**config.mk**
```make
export PLATFORM = sky130hd
export DESIGN_NAME = multi_stepper_phase_sequencer_top
export DESIGN_NICKNAME = d
export VERILOG_FILES = /design/src/design/mstep_pkg.sv /design/src/design/multi_stepper_phase_sequencer_top.sv /design/src/design/mstep_ctrl.sv /design/src/design/mstep_dp.sv
export SDC_FILE = /design/constraint.sdc
export NUM_CORES = 1
export LEC_CHECK = 0
export ABC_CLOCK_PERIOD_IN_PS = 4000
export BUFFER_PORTS_ARGS = -buffer_cell sky130_fd_sc_hd__clkbuf_2
export CAP_MARGIN = 20
export CORE_MARGIN = 3
export CORE_UTILIZATION = 50
export CTS_BUF_LIST = sky130_fd_sc_hd__clkbuf_4 sky130_fd_sc_hd__clkbuf_8
export DETAILED_ROUTE_END_ITERATION = 16
export PLACE_DENSITY = 0.7
export SYNTH_ARGS = -nofsm -noshare
export SYNTH_HDL_FRONTEND = slang
export SYNTH_SLANG_ARGS = --single-unit
```
**constraint.sdc**
```tcl
create_clock -name clk -period 4 [get_ports clk]
set_clock_uncertainty 0.15 [all_clocks]
set_input_delay 0.8 -clock clk [delete_from_list [all_inputs] [get_ports clk]]
set_output_delay 0.8 -clock clk [all_outputs]
set_load 0.005 [all_outputs]
```
**src/design/mstep_pkg.sv**
```systemverilog
// Shared types and constants for the multi-motor full-step sequencer.
// Holds the channel payload structs, the command codes and the coil table.
// No dependencies.
package mstep_pkg;

	typedef enum logic [1:0] {
		CMD_TICK     = 2'd0,
		CMD_RUN      = 2'd1,
		CMD_STOP     = 2'd2,
		CMD_STOP_ALL = 2'd3
	} cmd_t;

	typedef struct packed {
		cmd_t               cmd;
		logic [1:0]         motor_index;
		logic [7:0]         stage_delay;
		logic signed [7:0]  step_count;
	} mstep_in_t;

	typedef struct packed {
		logic [1:0] out_motor;
		logic [3:0] coil_pattern;
		logic       drive_valid;
		logic       running;
		logic       last;
	} mstep_out_t;

	// controller to datapath
	typedef struct packed {
		logic apply;
		logic step;
	} mstep_ctrl_t;

	// datapath to controller
	typedef struct packed {
		logic out_free;
		logic last_motor;
	} mstep_stat_t;

	localparam logic [3:0] COIL_TABLE [4] = '{4'hA, 4'h6, 4'h5, 4'h9};

	// forward order walks the table up, reverse order walks it down
	function automatic logic [3:0] coil_lookup(input logic [1:0] stage, input logic fwd);
		logic [1:0] pos;
		pos = fwd ? stage : (2'd3 - stage);
		return COIL_TABLE[pos];
	endfunction

endpackage

```
**src/design/multi_stepper_phase_sequencer_top.sv**
```systemverilog
// Top level of the multi-motor full-step sequencer.
// Instantiates mstep_ctrl and mstep_dp; depends on mstep_pkg.
//
//   channel   direction  payload       handshake
//   cmd       in         mstep_in_t    cmd_valid / cmd_stall
//   res       out        mstep_out_t   res_valid / res_stall
//
// Run, stop and stop-all are applied on acceptance. An accepted tick moves the
// controller to its walk state, which walks the motor entries one per cycle,
// unless the result side stalls, through a single shared update unit, with
// cmd_stall high for the whole walk; the next command is taken once the last
// motor has stepped. One result transfer per motor leaves the result register,
// loaded as that motor steps. Reset clears all motor state and drops any waiting result.
module multi_stepper_phase_sequencer_top #(
	parameter int NUM_MOTORS = 4
) (
	input  logic                  clk,
	input  logic                  arst_n,
	input  logic                  cmd_valid,
	output logic                  cmd_stall,
	input  mstep_pkg::mstep_in_t  cmd_data,
	output logic                  res_valid,
	input  logic                  res_stall,
	output mstep_pkg::mstep_out_t res_data
);
	import mstep_pkg::*;

	mstep_ctrl_t ctrl;
	mstep_stat_t stat;

	mstep_ctrl u_ctrl (
		.clk       (clk),
		.arst_n    (arst_n),
		.cmd_valid (cmd_valid),
		.cmd_code  (cmd_data.cmd),
		.cmd_stall (cmd_stall),
		.stat      (stat),
		.ctrl      (ctrl)
	);

	mstep_dp #(
		.NUM_MOTORS (NUM_MOTORS)
	) u_dp (
		.clk       (clk),
		.arst_n    (arst_n),
		.cmd_data  (cmd_data),
		.ctrl      (ctrl),
		.stat      (stat),
		.res_valid (res_valid),
		.res_stall (res_stall),
		.res_data  (res_data)
	);

endmodule

```
**src/design/mstep_ctrl.sv**
```systemverilog
// Controller for the multi-motor sequencer: accepts commands and walks
// the motor entries once per tick. Depends on mstep_pkg.
module mstep_ctrl (
	input  logic                  clk,
	input  logic                  arst_n,
	input  logic                  cmd_valid,
	input  mstep_pkg::cmd_t       cmd_code,
	output logic                  cmd_stall,
	input  mstep_pkg::mstep_stat_t stat,
	output mstep_pkg::mstep_ctrl_t ctrl
);
	import mstep_pkg::*;

	typedef enum logic [1:0] {
		ST_IDLE = 2'b01,
		ST_WALK = 2'b10
	} state_t;

	state_t state_q, state_d;
	logic   accept;

	assign cmd_stall = (state_q != ST_IDLE);
	assign accept    = cmd_valid && !cmd_stall;

	always_comb begin
		state_d    = state_q;
		ctrl.apply = 1'b0;
		ctrl.step  = 1'b0;
		case (state_q)
			ST_IDLE: begin
				if (accept) begin
					if (cmd_code == CMD_TICK) begin
						state_d = ST_WALK;
					end else begin
						ctrl.apply = 1'b1;
					end
				end
			end
			ST_WALK: begin
				// advance one motor whenever the result register can take it
				ctrl.step = stat.out_free;
				if (stat.out_free && stat.last_motor) begin
					state_d = ST_IDLE;
				end
			end
			default: begin
				state_d = ST_IDLE;
			end
		endcase
	end

	always_ff @(posedge clk or negedge arst_n) begin
		if (!arst_n) begin
			state_q <= ST_IDLE;
		end else begin
			state_q <= state_d;
		end
	end

`ifndef ASSERT_OFF
	a_walk_blocks_input: assert property (@(posedge clk) disable iff (!arst_n)
		(state_q == ST_WALK) |-> !ctrl.apply)
		else $error("command applied during tick walk");
	a_state_onehot: assert property (@(posedge clk) disable iff (!arst_n)
		$onehot(state_q))
		else $error("controller state not one-hot");
	a_step_only_walking: assert property (@(posedge clk) disable iff (!arst_n)
		ctrl.step |-> (state_q == ST_WALK))
		else $error("motor stepped outside tick walk");
`endif

endmodule

```
**src/design/mstep_dp.sv**
```systemverilog
// Datapath for the multi-motor sequencer: per-motor delay, timer, count and
// stage registers, the per-motor update and the result register.
// Depends on mstep_pkg.
module mstep_dp #(
	parameter int NUM_MOTORS = 4
) (
	input  logic                   clk,
	input  logic                   arst_n,
	input  mstep_pkg::mstep_in_t   cmd_data,
	input  mstep_pkg::mstep_ctrl_t ctrl,
	output mstep_pkg::mstep_stat_t stat,
	output logic                   res_valid,
	input  logic                   res_stall,
	output mstep_pkg::mstep_out_t  res_data
);
	import mstep_pkg::*;

	localparam int MW = (NUM_MOTORS > 1) ? $clog2(NUM_MOTORS) : 1;
	localparam logic [MW-1:0] LAST_M = MW'(NUM_MOTORS - 1);

	logic [7:0]        delay_q [NUM_MOTORS];
	logic [7:0]        timer_q [NUM_MOTORS];
	logic signed [7:0] steps_q [NUM_MOTORS];
	logic [1:0]        stage_q [NUM_MOTORS];

	logic [MW-1:0] mot_q;
	mstep_out_t    res_q;
	logic          res_valid_q;

	logic [MW+1:0] idx_w;
	logic [MW+1:0] mot_w;
	logic          idx_ok;

	logic [7:0]        t_cur, t_dec, t_nxt;
	logic signed [7:0] s_cur, s_nxt;
	logic [1:0]        st_cur, st_nxt;
	logic              due, fwd;
	logic [3:0]        pat;

	assign idx_w  = {{MW{1'b0}}, cmd_data.motor_index};
	assign mot_w  = {2'b00, mot_q};
	assign idx_ok = (32'(cmd_data.motor_index) < NUM_MOTORS);

	// per-motor tick update: count down, then emit if due
	always_comb begin
		t_cur  = timer_q[mot_q];
		s_cur  = steps_q[mot_q];
		st_cur = stage_q[mot_q];
		fwd    = !s_cur[7];
		t_dec  = (s_cur != 8'sd0 && t_cur != 8'd0) ? (t_cur - 8'd1) : t_cur;
		due    = (t_dec == 8'd0) && (s_cur != 8'sd0);
		pat    = due ? coil_lookup(st_cur, fwd) : 4'd0;
		st_nxt = due ? (st_cur + 2'd1) : st_cur;
		s_nxt  = s_cur;
		if (due && st_cur == 2'd3) begin
			s_nxt = fwd ? (s_cur - 8'sd1) : (s_cur + 8'sd1);
		end
		t_nxt = (due && s_nxt != 8'sd0) ? delay_q[mot_q] : t_dec;
	end

	assign stat.last_motor = (mot_q == LAST_M);
	assign stat.out_free   = !res_valid_q || !res_stall;

	always_ff @(posedge clk or negedge arst_n) begin
		if (!arst_n) begin
			for (int m = 0; m < NUM_MOTORS; m++) begin
				delay_q[m] <= 8'd0;
				timer_q[m] <= 8'd0;
				steps_q[m] <= 8'sd0;
				stage_q[m] <= 2'd0;
			end
			mot_q <= '0;
		end else if (ctrl.apply) begin
			if (cmd_data.cmd == CMD_STOP_ALL) begin
				for (int m = 0; m < NUM_MOTORS; m++) begin
					delay_q[m] <= 8'd0;
					timer_q[m] <= 8'd0;
					steps_q[m] <= 8'sd0;
					stage_q[m] <= 2'd0;
				end
			end else if (idx_ok) begin
				// run with a zero count behaves as stop
				timer_q[idx_w[MW-1:0]] <= 8'd0;
				stage_q[idx_w[MW-1:0]] <= 2'd0;
				if (cmd_data.cmd == CMD_RUN && cmd_data.step_count != 8'sd0) begin
					delay_q[idx_w[MW-1:0]] <= cmd_data.stage_delay;
					steps_q[idx_w[MW-1:0]] <= cmd_data.step_count;
				end else begin
					delay_q[idx_w[MW-1:0]] <= 8'd0;
					steps_q[idx_w[MW-1:0]] <= 8'sd0;
				end
			end
		end else if (ctrl.step) begin
			timer_q[mot_q] <= t_nxt;
			steps_q[mot_q] <= s_nxt;
			stage_q[mot_q] <= st_nxt;
			mot_q <= stat.last_motor ? '0 : (mot_q + MW'(1));
		end
	end

	always_ff @(posedge clk or negedge arst_n) begin
		if (!arst_n) begin
			res_valid_q <= 1'b0;
		end else if (ctrl.step) begin
			res_valid_q <= 1'b1;
		end else if (!res_stall) begin
			res_valid_q <= 1'b0;
		end
	end

	always_ff @(posedge clk) begin
		if (ctrl.step) begin
			res_q.out_motor    <= mot_w[1:0];
			res_q.coil_pattern <= pat;
			res_q.drive_valid  <= due;
			res_q.running      <= (s_nxt != 8'sd0);
			res_q.last         <= stat.last_motor;
		end
	end

	assign res_valid = res_valid_q;
	assign res_data  = res_q;

`ifndef ASSERT_OFF
	a_step_loads_result: assert property (@(posedge clk) disable iff (!arst_n)
		ctrl.step |=> res_valid)
		else $error("stepped motor produced no result");
	a_idle_coils_zero: assert property (@(posedge clk) disable iff (!arst_n)
		(res_valid && !res_data.drive_valid) |-> (res_data.coil_pattern == 4'd0))
		else $error("coil pattern without drive");
	a_drive_nonzero: assert property (@(posedge clk) disable iff (!arst_n)
		(res_valid && res_data.drive_valid) |-> (res_data.coil_pattern != 4'd0))
		else $error("drive with empty coil pattern");
	a_last_wraps: assert property (@(posedge clk) disable iff (!arst_n)
		(ctrl.step && stat.last_motor) |=> (mot_q == '0) && res_data.last)
		else $error("motor walk did not wrap after the last motor");
`endif

endmodule

```
Word level (Yosys, flattened, before mapping)
Index checks and enable logic that the tools add are counted.
{"block": "totals", "n_memories": 0, "ram_bits": 0, "input_bits": 24, "elab_cells": 135, "rom_bits": 0, "latch_bits": 0, "reg_bits": 118}
{"block": "op_classes", "n_shift": 0, "div": 0, "order_cmp": 5, "bitwise": 10, "muxes": 57, "eq_ne": 11, "n_addsub": 6, "n_reduce_logical": 22, "mul": 0}
{"cell": "2-to-1 mux 32 bit", "count": 9}
{"cell": "bitwise mux 32 bit", "count": 4}
{"cell": "2-to-1 mux 8 bit", "count": 15}
{"cell": "bitwise AND 32 bit", "count": 3}
{"cell": "binary-select mux 8 bit (select 2 bit)", "count": 3}
{"cell": "demux 8 bit (select 2 bit)", "count": 2}
{"cell": "inverter 32 bit", "count": 1}
{"cell": "nonzero test 8 bit", "count": 4}
{"cell": "2-to-1 mux 2 bit", "count": 10}
{"cell": "!= test 2 x 1 -> 1 bit, second input constant", "count": 5}
{"cell": ">= comparator 3 bit, second input constant", "count": 3}
{"cell": "logical AND 1 bit", "count": 9}
{"cell": "inverter 2 -> 3 bit", "count": 3}
{"cell": "adder 8 x 2 -> 8 bit, second input constant", "count": 1}
{"cell": "bitwise AND 8 bit", "count": 1}
{"cell": "binary-select mux 4 bit (select 2 bit)", "count": 1}
{"cell": "bitwise mux 8 bit", "count": 1}
{"cell": "demux 2 bit (select 2 bit)", "count": 2}
{"cell": "== test 2 bit, second input constant", "count": 4}
{"cell": "logical NOT 8 bit", "count": 1}
{"cell": "2-to-1 mux 4 bit", "count": 2}
{"cell": "inverter 8 bit", "count": 1}
{"cell": "subtractor 8 x 1 -> 8 bit, second input constant", "count": 1}
{"cell": "subtractor 8 x 2 -> 8 bit, second input constant", "count": 1}
{"cell": "14 further kinds", "count": 24}

Depth between registers and ports, before layout
{"block": "logic_depth", "depth_word": 17, "ltp_mapped": 14, "depth_no_buf": 11}

Hierarchy
A second synthesis with hierarchy kept.
{"block": "hier_totals", "cells_unflattened": 544, "area_unflattened_um2": 6172.2}
{"mod": "mstep_dp", "n_inst": 1, "cells_per_inst": 533, "area_each_um2": 6055.8}
{"mod": "mstep_ctrl", "n_inst": 1, "cells_per_inst": 11, "area_each_um2": 116.4}

Worst setup path after synthesis
Ideal clock, no wire load.
{"block": "synth_path", "path_type": "reg-to-reg", "startpoint": "reg u_dp.mot_q[0]", "endpoint": "reg u_dp.timer_q[25] in the netlist's numbering", "setup_time_ps": 135, "synth_period_minus_slack_ps": 3967, "arrival_time_ps": 3682, "path_stages_with_launch": 14, "setup_slack_ps": 33, "path_cell_list": "dfrtp_1 -> buf_6 -> buf_4 -> mux4_2 -> inv_1 -> ha_1 -> nor2b_1 -> o31a_1 -> or4b_2 -> nand3_1 -> a41oi_1 -> nand3_2 -> mux2i_1 -> o21ai_0"}
{"block": "synth_via", "elab_chain_cells": 17}
{"item": "start: declaration", "line": "mstep_dp.sv:26", "rtl": "logic [MW-1:0] mot_q;"}
{"item": "start signal: assignment", "line": "mstep_dp.sv:97", "rtl": "mot_q <= stat.last_motor ? '0 : (mot_q + MW'(1));"}
{"item": "inverter 2 -> 3 bit (implied by the code) *"}
{"item": "parallel branches: the longest is 13 deep, another holds subtractor 8 x 1 -> 8 bit"}
{"item": "bitwise mux 32 bit *", "line": "mstep_dp.sv:94", "rtl": "timer_q[mot_q] <= t_nxt;"}
{"item": "2-to-1 mux 32 bit *", "line": "mstep_dp.sv:93", "rtl": "end else if (ctrl.step) begin"}
{"item": "2-to-1 mux 32 bit *", "line": "mstep_dp.sv:73", "rtl": "end else if (ctrl.apply) begin"}
{"item": "end signal: indexed assignment", "line": "mstep_dp.sv:94"}
{"item": "end: declaration", "line": "mstep_dp.sv:22", "rtl": "logic [7:0] timer_q [NUM_MOTORS];"}
Mark *: on every way between the ends. The select of a mux whose other input is x is not followed.
A chain may end at the register's enable or synchronous reset.

Worst setup path in the final report
{"block": "layout_path", "startpoint": "reg u_dp.mot_q[0]", "endpoint": "reg u_dp.steps_q[9] in the netlist's numbering"}
{"block": "layout_via", "elab_chain_cells": 14}
{"item": "inverter 2 -> 3 bit (implied by the code) *"}
{"item": "parallel branches: the longest is 10 deep, another holds subtractor 8 x 1 -> 8 bit"}
{"item": "bitwise mux 32 bit *", "line": "mstep_dp.sv:95", "rtl": "steps_q[mot_q] <= s_nxt;"}
{"item": "2-to-1 mux 32 bit *", "line": "mstep_dp.sv:93"}
{"item": "2-to-1 mux 32 bit *", "line": "mstep_dp.sv:73"}
{"item": "end signal: indexed assignment", "line": "mstep_dp.sv:87", "rtl": "steps_q[idx_w[MW-1:0]] <= cmd_data.step_count;"}
{"item": "end signal: indexed assignment", "line": "mstep_dp.sv:95"}
{"item": "end: declaration", "line": "mstep_dp.sv:23", "rtl": "logic signed [7:0] steps_q [NUM_MOTORS];"}
Marked as above.

==> implementation parameters <==
Parameter                              Value

GRT
  Number of global-route vias before repair    5198
  Global-route track usage on met3    under 10%
  Met1 routing resource usage after global routing    35.0%
  Total routing resource utilization after global routing    25.3%
  Global-route layer with the greatest usage    met2
  Routing usage on met2    38.7%
  Wire length of the first global-routing pass    27600 um
  Overflow after GRT    0
  Maximum number of pins on one net before global-route repair    78
  Initial antenna violation count    0

Floorplanning
  X dimension of the die    between 100 and 150 um
  Top-Level Pins    35
  Number of standard-cell rows in the floorplan    40
  Overall die area    approximately 14000 sq um
  Initial standard-cell utilization of the core    about 52%
  Core footprint    12200 sq um
  Chip Height    approximately 120 um

Synth
  Post-Syn Area per Cell    11.0 sq um
  Sequential element share of the synthesized area    47.5%
  Synth Flop Type    dfrtp_1
  Seq cells post-synth    118
  Unique masters post-synth    61
  Number of warnings printed during yosys synthesis    0
  Post-synthesis instance area    6310 sq um
  Cell count after synthesis    roughly 570
  EDFF count, synth    9
  Number of nets produced by synthesis    609
  Fraction of synthesis flops using an asynchronous set or reset pin    around 92%

STA
  Clock period minus worst slack    slightly below 4000 ps
  Final count of negative-setup-slack endpoints    0
  Measured slew at the worst slew-check pin    986 ps
  Post-Route Hold Slack    ~330 ps
  Final max-slew violation count    0
  Post-route setup slack    approximately 130 ps
  Max-slew headroom at the worst pin    around a third
  Setup repair after global routing missed its margin    yes
  Post-route clock period utilization    96.7%
  Final hold violation count    0
  Fmax achieved    0.259 GHz

Drt
  Routed via count divided by cell count    6.39
  Drc violations    0
  Wire length per cell    20.9 um
  Total via count in the routed design    5234
  Residual antenna-violating net count after detailed routing    0
  DRT Pass-1 Iters    5
  Number of DRC markers in iteration 0    506
  Detailed-route wire length    17100 um

Placed design
  Half-perimeter wire length after detailed placement    11500 um
  Final weighted congestion in routability-driven placement    0.947
  Number of placed cells counting well taps    ~780
  Worst setup slack after placement    -62.3 ps
  Quantity of I/O buffers inserted on ports    34

Clock tree
  Root cell of the clock tree    clkbuf_8
  CTS tree    yes
  Clock latency reported for the late side of the worst-skew pair    460 ps
  Clock Sink Count    118
  Level count of the clock H-tree    4
  CTS clk-pin slew, worst paths    70 ps
  Clock Tree Buf Depth    2
  Total clock buffers created by CTS    17
  Count of hold buffers inserted by post-cts repair    0

Critical path
  Element type at the critical path end    flip-flop
  CP Max Fanout    13
  Data arrival time at the worst-slack endpoint    just over 4000 ps
  Reg-to-Reg Start    u_dp.mot_q[0]
  Worst Path Class, Setup    flip-flop to flip-flop
  Type of origin of the critical path    flip-flop
  Worst setup slack for register-to-register paths    approximately 130 ps
  Endpoint of the worst register-to-register path    u_dp.steps_q[9]
  Worst Reg-to-Reg Cells    13
  Required time reported for the critical path endpoint    4240 ps

Pwr
  Pleak    0.00325 uW
  Design Power    4060 uW
  Power per cell area    548 nW/um^2
  VDD IR-drop max    0.000384 V

Cells and area
  Post-layout utilization of the core    ~61%
  Layout overhead on the synthesized area    17.4%
  Share of cells above drive strength 1    25.8%
  Antenna diode count    0
  Final #Nets    677
  Post-route insts no fill    819

Run status
  Outcome    complete, no violations

Run
  Maximum Capacitance Violations    0

Hold path
  Worst Hold Class    input port to asynchronous set/reset pin
==> worst max-delay path, stage by stage, from the launching register on <==
cell and delay [ps]:
dfrtp_2 460, buf_6 240, mux4_2 540, inv_1 110, ha_1 230, inv_1 80, a2111oi_1 350, mux2_2 430
a311oi_4 250, buf_4 210, nand3_4 90, buf_4 190, mux2_4 330, o21ai_1 140
==> metrics by stage <==
stage | cell area, sq um | TNS (ps)
after floorplan | 6310 | 0
after global placement | 6850 | -28.5
after detailed placement | 6850 | -262
after CTS | 7210 | -762
after global routing | 7410 | -12.1
final | 7410 | 0
==> cell type report <==
type,instances,area [sq um]
Fill cell,964,4750
Multi-Input combinational cell,407,3240
Sequential cell,118,3000
Timing Repair Buffer,76,518
Clock buffer,22,284
Tap cell,168,210
Clock inverter,9,78.8
Inverter,19,71.3
==> state kept, by name (all words and copies together), names as in the netlist <==
register,cells
u_dp.res_valid,1
u_ctrl.state_q,2
u_dp.mot_q,2
u_dp.steps_q,32
u_dp.stage_q,8
u_dp.delay_q,32
u_dp.timer_q,32
u_dp.res_data,9
==> metal layers <==
metal  vias to the layer above  share of wire [%]
met5                         -                  0
met4                         0                2.1
met3                        38                8.9
met2                       253                 47
met1                      2608                 42
li1                       2335                  -
==> worst max-delay path by stage <==
stage / from / to / slack (ps) / depth (start not counted)
after detailed placement: u_dp.mot_q[0] / u_dp.steps_q[8] / -60 / 11
after global placement: u_dp.mot_q[0] / u_dp.steps_q[23] / -10 / 11
after global routing: u_dp.mot_q[0] / u_dp.timer_q[12] / -10 / 10
after floorplan: u_dp.mot_q[0] / u_dp.timer_q[25] / 30 / 13
final: u_dp.mot_q[0] / u_dp.steps_q[9] / 130 / 13
after CTS: u_dp.mot_q[0] / u_dp.steps_q[8] / -110 / 11
==> where the power goes <==
group / internal (uW) / total [uW] / switching [uW]
sequential: 1350 / 1460 / 115
combinational: 705 / 1590 / 881
clock: 534 / 1010 / 475
==> what timing repair did <==
action                     CTS  global route
pin swaps                    0             3
setup buffers                0             6
setup endpoints to repair   12            76
gates resized for setup      0            23
==> Yosys cell counts, drive strengths merged (3+ instances only) <==
library cell | count | area (sq um)
a211oi | 3 | 22.5
a21o | 5 | 37.5
a21oi | 6 | 30.0
a22o | 20 | 175
a22oi | 32 | 240
a31oi | 3 | 18.8
a32o | 8 | 80.1
a32oi | 17 | 149
a41oi | 3 | 26.3
and2 | 9 | 56.3
and3 | 8 | 50.1
buf | 9 | 48.8
clkbuf | 18 | 67.6
dfrtp | 108 | 2700
edfxtp | 9 | 270
ha | 13 | 163
inv | 19 | 71.3
mux2 | 6 | 75.1
mux2i | 12 | 120
mux4 | 26 | 586
nand2 | 56 | 210
nand2b | 6 | 37.5
nand3 | 13 | 82.6
nand3b | 3 | 22.5
nor2 | 20 | 75.1
nor2b | 6 | 37.5
nor3 | 4 | 25.0
nor4 | 5 | 46.3
o21ai | 92 | 460
xnor2 | 4 | 35.0
xor2 | 4 | 35.0
==> kinds of logic (layout without fill, tap and decap cells) <==
logic type / Yosys count / after routing / synth area share, %
buffers and inverters: 46 / 126 / 2.97
muxes: 44 / 44 / 12.4
and+or+nand+nor: 141 / 141 / 11.7
adders and majority gates: 14 / 14 / 2.90
xor gates and xnor gates: 8 / 8 / 1.11
DFF: 118 / 118 / 47.5
AOI/OAI and AO/OA: 200 / 200 / 21.4
==> cells in the final DEF (no fill, tap or decap), types with 4 or more instances in the layout <==
| cell | synthesis | final |
|---|---|---|
| a21o_1 | 5 | 5 |
| a21oi_1 | 6 | 5 |
| a22o_1 | 20 | 20 |
| a22oi_1 | 32 | 32 |
| a32o_1 | 8 | 8 |
| a32oi_1 | 17 | 17 |
| and2_1 | 9 | 9 |
| and3_1 | 8 | 8 |
| buf_4 | 1 | 38 |
| clkbuf_2 | 0 | 33 |
| clkbuf_8 | 0 | 19 |
| clkinv_2 | 0 | 5 |
| dfrtp_1 | 108 | 107 |
| edfxtp_1 | 9 | 9 |
| ha_1 | 13 | 13 |
| inv_1 | 19 | 18 |
| mux2_2 | 4 | 4 |
| mux2i_1 | 12 | 6 |
| mux4_2 | 26 | 26 |
| nand2_1 | 56 | 56 |
| nand2b_1 | 6 | 6 |
| nand3_1 | 11 | 10 |
| nor2_1 | 20 | 19 |
| nor2b_1 | 6 | 6 |
| nor4_1 | 4 | 4 |
| o21ai_0 | 74 | 74 |
| o21ai_1 | 18 | 14 |
| o21ai_2 | 0 | 4 |
Power figures use the tool's default switching activity.
